--- src/cpu8ls_pkg.sv ---
// Shared types and constants for the 8-bit load/store/ADC execute slice.
// No dependencies; used by the ALU and the top level.
`default_nettype none

package cpu8ls_pkg;

    typedef enum logic [3:0] {
        OP_ADC = 4'd0,
        OP_AND = 4'd1,
        OP_LDA = 4'd2,
        OP_LDX = 4'd3,
        OP_LDY = 4'd4,
        OP_SBC = 4'd5,
        OP_STA = 4'd6,
        OP_STX = 4'd7,
        OP_STY = 4'd8,
        OP_TAX = 4'd9
    } op_t;

    // status byte bit positions
    localparam int FLAG_C = 0;
    localparam int FLAG_Z = 1;
    localparam int FLAG_V = 6;
    localparam int FLAG_N = 7;

    localparam int SIGN_BIT = 7;

    typedef struct packed {
        logic [7:0] acc;
        logic [7:0] x;
        logic [7:0] y;
        logic [7:0] flags;
    } arch_state_t;

    typedef struct packed {
        logic       store_valid;
        logic [7:0] store_data;
    } store_t;

endpackage

`default_nettype wire

--- src/cpu8ls_alu.sv ---
// Combinational execute unit: one instruction against the current register file.
// Depends on cpu8ls_pkg.
`default_nettype none

module cpu8ls_alu (
    input  wire logic [3:0]             op,
    input  wire logic [7:0]             operand,
    input  wire cpu8ls_pkg::arch_state_t cur,
    output cpu8ls_pkg::arch_state_t      nxt,
    output cpu8ls_pkg::store_t           store
);

    logic [7:0] addend;
    logic [8:0] sum;
    logic       ovf;

    // sbc is adc of the inverted operand
    assign addend = (cpu8ls_pkg::op_t'(op) == cpu8ls_pkg::OP_SBC) ? ~operand : operand;
    assign sum    = {1'b0, cur.acc} + {1'b0, addend}
                  + {8'd0, cur.flags[cpu8ls_pkg::FLAG_C]};
    assign ovf    = ~(cur.acc[cpu8ls_pkg::SIGN_BIT] ^ addend[cpu8ls_pkg::SIGN_BIT])
                  & (cur.acc[cpu8ls_pkg::SIGN_BIT] ^ sum[cpu8ls_pkg::SIGN_BIT]);

    always_comb
    begin
        logic [7:0] res;
        logic       set_zn;
        res               = 8'd0;
        set_zn            = 1'b0;
        nxt               = cur;
        store.store_valid = 1'b0;
        store.store_data  = 8'd0;
        case (cpu8ls_pkg::op_t'(op))
            cpu8ls_pkg::OP_ADC,
            cpu8ls_pkg::OP_SBC:
            begin
                res                             = sum[7:0];
                nxt.acc                         = res;
                nxt.flags[cpu8ls_pkg::FLAG_C]   = sum[8];
                nxt.flags[cpu8ls_pkg::FLAG_V]   = ovf;
                set_zn                          = 1'b1;
            end
            cpu8ls_pkg::OP_AND:
            begin
                res     = cur.acc & operand;
                nxt.acc = res;
                set_zn  = 1'b1;
            end
            cpu8ls_pkg::OP_LDA:
            begin
                res     = operand;
                nxt.acc = res;
                set_zn  = 1'b1;
            end
            cpu8ls_pkg::OP_LDX:
            begin
                res    = operand;
                nxt.x  = res;
                set_zn = 1'b1;
            end
            cpu8ls_pkg::OP_LDY:
            begin
                res    = operand;
                nxt.y  = res;
                set_zn = 1'b1;
            end
            cpu8ls_pkg::OP_TAX:
            begin
                res    = cur.acc;
                nxt.x  = res;
                set_zn = 1'b1;
            end
            cpu8ls_pkg::OP_STA:
            begin
                store.store_valid = 1'b1;
                store.store_data  = cur.acc;
            end
            cpu8ls_pkg::OP_STX:
            begin
                store.store_valid = 1'b1;
                store.store_data  = cur.x;
            end
            cpu8ls_pkg::OP_STY:
            begin
                store.store_valid = 1'b1;
                store.store_data  = cur.y;
            end
            default:
            begin
                // unused opcodes leave everything alone
            end
        endcase
        if (set_zn)
        begin
            nxt.flags[cpu8ls_pkg::FLAG_Z] = (res == 8'd0);
            nxt.flags[cpu8ls_pkg::FLAG_N] = res[cpu8ls_pkg::SIGN_BIT];
        end
    end

endmodule

`default_nettype wire

--- src/cpu8_load_store_adc_execute_core.sv ---
// Top level of the execute slice: input register, ALU, register file, result register.
// Depends on cpu8ls_pkg and cpu8ls_alu.
//
//  channel | handshake            | payload
//  --------+----------------------+------------------------------------------------
//  in      | in_valid / in_stall  | op, operand
//  out     | out_valid / out_stall| store_valid, store_data, acc_out, x_out, y_out,
//          |                      | flags_out
//
// One instruction per cycle sustained while out is not stalled. out_valid rises once a
// taken word has passed the input register and then the result register; these two
// registers around the single ALU pass lie between a word's acceptance and its result.
// The register file updates when an instruction moves into the result register, so the
// next instruction always sees the state its predecessor left.
// Reset clears A, X, Y, status and both valid bits.
// A stall on out holds the result; in stalls when both registers are full and out stalls.
`default_nettype none

module cpu8_load_store_adc_execute_core (
    input  wire logic       clk,
    input  wire logic       rst_n,
    input  wire logic       in_valid,
    output logic            in_stall,
    input  wire logic [3:0] op,
    input  wire logic [7:0] operand,
    output logic            out_valid,
    input  wire logic       out_stall,
    output logic            store_valid,
    output logic [7:0]      store_data,
    output logic [7:0]      acc_out,
    output logic [7:0]      x_out,
    output logic [7:0]      y_out,
    output logic [7:0]      flags_out
);

    logic                    s1_valid_reg;
    logic [3:0]              op_reg;
    logic [7:0]              operand_reg;
    logic                    out_valid_reg;
    cpu8ls_pkg::store_t      store_reg;
    cpu8ls_pkg::store_t      store_next;
    cpu8ls_pkg::arch_state_t state_reg;
    cpu8ls_pkg::arch_state_t state_next;
    logic                    advance;
    logic                    in_take;

    assign advance  = s1_valid_reg && (!out_valid_reg || !out_stall);
    assign in_stall = s1_valid_reg && !advance;
    assign in_take  = in_valid && !in_stall;

    cpu8ls_alu u_alu (
        .op      (op_reg),
        .operand (operand_reg),
        .cur     (state_reg),
        .nxt     (state_next),
        .store   (store_next)
    );

    always_ff @(posedge clk or negedge rst_n)
    begin
        if (!rst_n)
        begin
            s1_valid_reg  <= 1'b0;
            out_valid_reg <= 1'b0;
            state_reg     <= '0;
        end
        else
        begin
            if (in_take)
                s1_valid_reg <= 1'b1;
            else if (advance)
                s1_valid_reg <= 1'b0;

            if (advance)
            begin
                out_valid_reg <= 1'b1;
                state_reg     <= state_next;
            end
            else if (!out_stall)
                out_valid_reg <= 1'b0;
        end
    end

    always_ff @(posedge clk)
    begin
        if (in_take)
        begin
            op_reg      <= op;
            operand_reg <= operand;
        end
        if (advance)
            store_reg <= store_next;
    end

    assign out_valid   = out_valid_reg;
    assign store_valid = store_reg.store_valid;
    assign store_data  = store_reg.store_data;
    // the register file only moves when a new result is loaded, so it is the result
    assign acc_out     = state_reg.acc;
    assign x_out       = state_reg.x;
    assign y_out       = state_reg.y;
    assign flags_out   = state_reg.flags;

endmodule

`default_nettype wire

--- config.mk ---
export PLATFORM = sky130hd
export DESIGN_NAME = cpu8_load_store_adc_execute_core
export DESIGN_NICKNAME = d
export VERILOG_FILES = /design/src/cpu8ls_pkg.sv /design/src/cpu8ls_alu.sv /design/src/cpu8_load_store_adc_execute_core.sv
export SDC_FILE = /design/constraint.sdc
export NUM_CORES = 1
export LEC_CHECK = 0
export BUFFER_PORTS_ARGS = -buffer_cell sky130_fd_sc_hd__buf_2
export CAP_MARGIN = 20
export CORE_MARGIN = 10
export CORE_UTILIZATION = 55
export DETAILED_ROUTE_END_ITERATION = 8
export PLACE_DENSITY = 0.8
export SETUP_SLACK_MARGIN = 0.02
export SYNTH_ARGS = -nofsm -noshare
export SYNTH_HDL_FRONTEND = slang
export SYNTH_SLANG_ARGS = --single-unit
--- constraint.sdc ---
create_clock -name clk -period 3.7 [get_ports clk]
set_clock_uncertainty 0.05 [all_clocks]
set_input_delay 0 -clock clk [delete_from_list [all_inputs] [get_ports clk]]
set_output_delay 0 -clock clk [all_outputs]
set_load 0.02 [all_outputs]
After elaboration in Yosys (flattened, before gate mapping)
Index checks and enable logic that the tools add are counted.
W data, S select, Z words.
{ "totals": {"reg_bits": 51, "in_bits": 16, "output_inout_bits": 43, "wordCells": 60} }
{ "classes": {"n_addsub": 2, "n_eq_ne": 10, "mux": 10, "bitwise": 6, "n_reduce_logical": 21} }
{ "op_table": {"columns": ["operator", "count"], "rows": [
  ["$pmux W8 S4", 1],
  ["$pmux W9 S3", 1],
  ["$pmux W8 S3", 1],
  ["$eq A4 B3 Y1 const B", 4],
  ["$pmux W8 S2", 1],
  ["$reduce_and A2 Y1", 5],
  ["$add A8 B8 Y9", 1],
  ["$add A9 B1 Y9", 1],
  ["$and A8 B8 Y8", 1],
  ["$eq A4 B2 Y1 const B", 2],
  ["$eq A4 B4 Y1 const B", 2],
  ["$logic_not A8 Y1", 1],
  ["$mux W8", 1],
  ["$not A8 Y8", 1],
  ["$reduce_or A7 Y1", 1],
  ["$mux W1", 5],
  ["$eq A4 B1 Y1 const B", 1],
  ["$logic_not A1 Y1", 4],
  ["$logic_not A4 Y1", 1],
  ["$reduce_bool A2 Y1", 2],
  ["$logic_and A1 B1 Y1", 3],
  ["$reduce_bool A3 Y1", 1],
  ["$reduce_or A3 Y1", 1],
  ["$ne A2 B1 Y1 const B", 1],
  ["other kinds (5)", 6]
]} }

Logic depth before layout (Yosys ltp)
{ "depth": {"ltp_word": 8, "depth_mapped": 14, "depth_no_buf": 11} }

By module
From an unflattened synthesis, not the netlist that was laid out.
{ "unflattened": {"hier_cells": 304, "area_unflattened_um2": 3286.9} }
{ "modules_own_cells": {"columns": ["module", "n_inst", "cells_each", "area_each_um2", "seq_area_each_um2"], "rows": [
  ["cpu8_load_store_adc_execute_core", 1, 96, 1923.1, 1481.4],
  ["cpu8ls_alu", 1, 208, 1363.8, 0.0]
]} }

Least setup slack after synthesis
No wires, ideal clock.
{ "synth_timing": {"path_kind": "reg2reg", "startpoint": "register op_reg[0]", "endpoint": "register state_reg (netlist bit flags_out[0])", "setup_time_ns": 0.127, "arrival_ns": 2.857, "required_time_ns": 3.523, "setup_slack_ns": 0.666, "path_stages_with_launch": 15, "n_path_buf": 3, "synth_period_minus_slack_ns": 3.034, "path_cell_list": "edfxtp_1 buf_2 buf_2 nor4bb_1 buf_2 xor2_1 fa_1 inv_1 fa_1 nand2b_1 a21oi_1 o311ai_0 nand2b_1 a211oi_1 a21oi_1"} }
{ "synth_between": {"elab_chain_cells": 4, "elab_cells_between_ends": 7, "classes_between": "2 x add/sub; 1 x eq/ne; 1 x mux; 3 x reduce/logical"} }
{ "synth_lines": {"columns": ["item", "line", "rtl"], "rows": [
  ["start, declared", "cpu8_load_store_adc_execute_core.sv:37", "logic [3:0] op_reg;"],
  ["start signal, assigned", "cpu8_load_store_adc_execute_core.sv:88", "op_reg <= op;"],
  ["$eq A4 B3 Y1", "cpu8ls_alu.sv:18, cpu8ls_alu.sv:33", null],
  ["$mux W8", "cpu8ls_alu.sv:18", "assign addend = (cpu8ls_pkg::op_t'(op) == cpu8ls_pkg::OP_SBC) ? ~operand : operand;"],
  ["$add A8 B8 Y9", "cpu8ls_alu.sv:19", "assign sum = {1'b0, cur.acc} + {1'b0, addend}"],
  ["$add A9 B1 Y9", "cpu8ls_alu.sv:20", "+ {8'd0, cur.flags[cpu8ls_pkg::FLAG_C]};"],
  ["end signal, assigned", "cpu8_load_store_adc_execute_core.sv:77", "state_reg <= state_next;"],
  ["end, declared", "cpu8_load_store_adc_execute_core.sv:42", "cpu8ls_pkg::arch_state_t state_reg;"]
]} }
Parallel ways exist; a longest one is shown, timed or not.
A chain may end at the register's enable or synchronous reset.

Worst setup path after layout
{ "layout_timing": {"startpoint": "register op_reg[1]", "endpoint": "register state_reg (netlist bit flags_out[1])"} }
{ "layout_between": {"elab_chain_cells": 6, "elab_cells_between_ends": 17, "classes_between": "2 x add/sub; 6 x eq/ne; 3 x mux; 6 x reduce/logical"} }
{ "layout_lines": {"columns": ["item", "line", "rtl"], "rows": [
  ["$eq A4 B3 Y1", "cpu8ls_alu.sv:18, cpu8ls_alu.sv:33", null],
  ["$mux W8", "cpu8ls_alu.sv:18", null],
  ["$add A8 B8 Y9", "cpu8ls_alu.sv:19", null],
  ["$add A9 B1 Y9", "cpu8ls_alu.sv:20", null],
  ["$pmux W8 S4", "cpu8ls_alu.sv:33", "case (cpu8ls_pkg::op_t'(op))"],
  ["$logic_not A8 Y1", "cpu8ls_alu.sv:95", "nxt.flags[cpu8ls_pkg::FLAG_Z] = (res == 8'd0);"]
]} }
Parallel ways exist; a longest one is shown, timed or not.

==> reports/qor.csv <==
stage,metric,value,unit
outcome,status,finished clean,
setup_path,CP Launch Type,flop,
synth,number of enable flip-flop cells after synthesis,21,
synth,share of async-settable or async-resettable flops after synthesis,58.82,%
sta,Final min period,3.165,ns
sta,worst setup margin,0.5345,ns
hold_path,Worst Hold Class,primary input to async pin,
global_route,GRT Util Overall,17.08,%
drt,Pre-antenna DRT Iters,5,
cells_and_area,layout cell share with drive strength beyond 1,24.78,%
drt,1st-iter DRT viols,287,
drt,routed len/inst,17.43,um
place,Routability Congestion,0.9384,
pwr,pwr dens,647.4,nW/um^2
setup_path,Critical Path Fanout Max,12,
cts,clock tree buffer depth,2,
sta,final hold viol count,0,
setup_path,Crit. End Element,flop,
sta,final setup TNS,0,ns
drt,drc violations,0,
sta,unrepaired setup endpoints after global routing,no,
synth,"Top FF cell, synth",dfrtp_1,
synth,register bit total from synthesis,51,
pwr,Worst IR Drop VDD,0.3837,mV
synth,Syn Inst Count,271,
pwr,total leakage power,1.539,nW
sta,worst slew pin tran,0.8401,ns
setup_path,critical path class,flop to flop,
cells_and_area,Layout Nets,363,
global_route,vias in the first global route,2276,
floorplanning,core area,5075,sq um
floorplanning,io pins,59,
sta,f_max,0.3159,GHz
cells_and_area,fillcell total,416,
global_route,first-pass GRT wire length,11870,um
synth,Mapped Area,2865,sq um
cells_and_area,final instance area,3465,sq um
synth,Syn Area/Cell,10.57,sq um
cells_and_area,flip-flop and latch area,1381,sq um
run,max cap viols,0,
sta,final worst-path cycle share,85.55,%
place,pre-CTS setup slack,0.5334,ns
floorplanning,DIE WIDTH,92.18,um
cts,clk_lat worst skew,0.30,ns
cts,post-CTS setup repair buffer count,0,
cts,register clock-pin slew on the reported worst setup and hold paths,0.10,ns
global_route,grt ovf,0,
floorplanning,die area,8496,sq um
cells_and_area,most frequent cells in the layout,"54 x buf_2, 32 x nand2_1, 30 x dfrtp_1",
setup_path,CP Data Arrival Time,3.33,ns
cells_and_area,diode count,0,
sta,Rel. slew slack,43.85,%
global_route,initial antenna violation count,0,
synth,sequential fraction of the synthesis area,48.21,%
place,Post-DP Area,3193,sq um
place,Port Buffers,54,
cells_and_area,area grow syn2layout,20.92,%
cells_and_area,area of the multi-input gates,1371,sq um
synth,number of unique standard cell types used by synthesis,48,
cts,# H-tree levels,2,
place,hpwl dp,5129,um
global_route,largest net degree at the start of global routing,31,
drt,routed vias/inst,5.689,
setup_path,"Req. time, crit path",3.87,ns
cells_and_area,"Core Util, Final",68.27,%
cts,post-cts sizing count,0,
sta,Slew Limit Fails,0,
drt,DR vias,2327,
floorplanning,height of the chip,92.18,um
cts,root buf cell,clkbuf_8,
sta,setup violators final,0,
cts,CTS Buf Count,5,
cts,Clock Sink Count,51,
drt,Total Wirelength,7128,um
sta,Hold WS,0.2000,ns
floorplanning,Initial Utilization,56.46,%
cts,CTS tree,yes,
cells_and_area,"most common cell after layout, fill and taps aside",buf_2,
synth,Synthesis Warnings,0,
floorplanning,Core Rows,26,
cts,# hold bufs at CTS,16,
drt,post-route ant nets,0,
==> power by group <==
part           total, mW  switching, mW  leakage, nW  internal (mW)
clock network      0.389          0.187       0.0562          0.202
registers          0.888          0.161        0.574          0.727
logic              0.967          0.568        0.909          0.399
total               2.24          0.915         1.54           1.33
==> routing by layer <==
| metal | vias to the layer above | GRT usage [%] | part of all wire (%) |
|---|---|---|---|
| met2 | 112 | 27.24 | 48 |
| li1 | 1105 | - | - |
| met5 | - | 0 | 0 |
| met3 | 8 | 5.216 | 8.5 |
| met4 | 0 | 5.013 | 0.95 |
| met1 | 1102 | 21.81 | 42 |
==> logic make-up (layout without fill, tap and decap cells) <==
kind of cell | Yosys count | count (layout) | share of synthesized area [%]
AOI/OAI and AO/OA | 73 | 73 | 15.46
xor gates and xnor gates | 15 | 15 | 4.585
adders and majority gates | 9 | 9 | 4.454
buffers and inverters | 29 | 94 | 4.760
DFF | 51 | 51 | 48.21
muxes | 25 | 25 | 9.083
other | 1 | 4 | 0.1309
and+or+nand+nor | 68 | 68 | 13.32
==> cell usage after synthesis, types with 3 or more instances <==
| library cell | instances | area, sq um |
|---|---|---|
| xnor2_1 | 3 | 26.28 |
| mux2_2 | 8 | 90.09 |
| o22ai_1 | 5 | 31.28 |
| inv_1 | 10 | 37.54 |
| o21ai_0 | 23 | 115.1 |
| nor2_1 | 7 | 26.28 |
| nor4bb_1 | 3 | 30.03 |
| nand2_1 | 32 | 120.1 |
| clkbuf_1 | 5 | 18.77 |
| nor3_1 | 3 | 15.01 |
| edfxtp_1 | 21 | 630.6 |
| mux2i_1 | 17 | 170.2 |
| buf_4 | 4 | 30.03 |
| and2_1 | 3 | 18.77 |
| xor2_1 | 12 | 105.1 |
| dfrtp_1 | 30 | 750.7 |
| nand2b_1 | 7 | 43.79 |
| a21oi_1 | 19 | 95.09 |
| o21ai_1 | 5 | 25.02 |
| buf_2 | 10 | 50.05 |
| a22oi_1 | 4 | 30.03 |
| ha_1 | 7 | 87.58 |
==> worst max-delay path, stage by stage (launching register included) <==
cell and delay (ns):
edfxtp_1 0.60, nor4bb_2 0.44, buf_4 0.24, xor2_1 0.21
ha_1 0.27, a21o_1 0.18, a21oi_1 0.24, o21ai_0 0.16
xnor2_1 0.30, a31oi_1 0.16, o31ai_2 0.22
==> per-stage QoR <==
step	power, mW	cells
2_1_floorplan	1.545	274
3_3_place_gp	1.835	385
3_5_place_dp	1.854	385
4_1_cts	2.252	409
5_1_grt	2.401	409
6_report	2.243	409
==> final cells by class <==
type / instances / area share, %
Clock buffer: 5 / 1.986
Clock inverter: 3 / 1.228
Inverter: 10 / 1.083
Multi-Input combinational cell: 194 / 39.58
Sequential cell: 51 / 39.87
Tap cell: 70 / 2.528
Timing Repair Buffer: 76 / 13.72
==> final timing paths <==
path / start / end / slack (ns) / cells after the start
min in group clk: op[0] / op_reg[0]$_DFFE_PP_ / 0.35 / 2
max in group asynchronous: rst_n / x_out[0]$_DFFE_PN0P_ / 2.96 / 2
setup reg to reg: op_reg[1]$_DFFE_PP_ / flags_out[1]$_DFFE_PN0P_ / 0.53 / 10
hold / removal: rst_n / y_out[4]$_DFFE_PN0P_ / 0.20 / 2
setup / recovery: op_reg[1]$_DFFE_PP_ / flags_out[1]$_DFFE_PN0P_ / 0.53 / 10
hold reg to reg: flags_out[6]$_DFFE_PN0P_ / flags_out[6]$_DFFE_PN0P_ / 0.43 / 2
(Power assumes the default switching activity.)
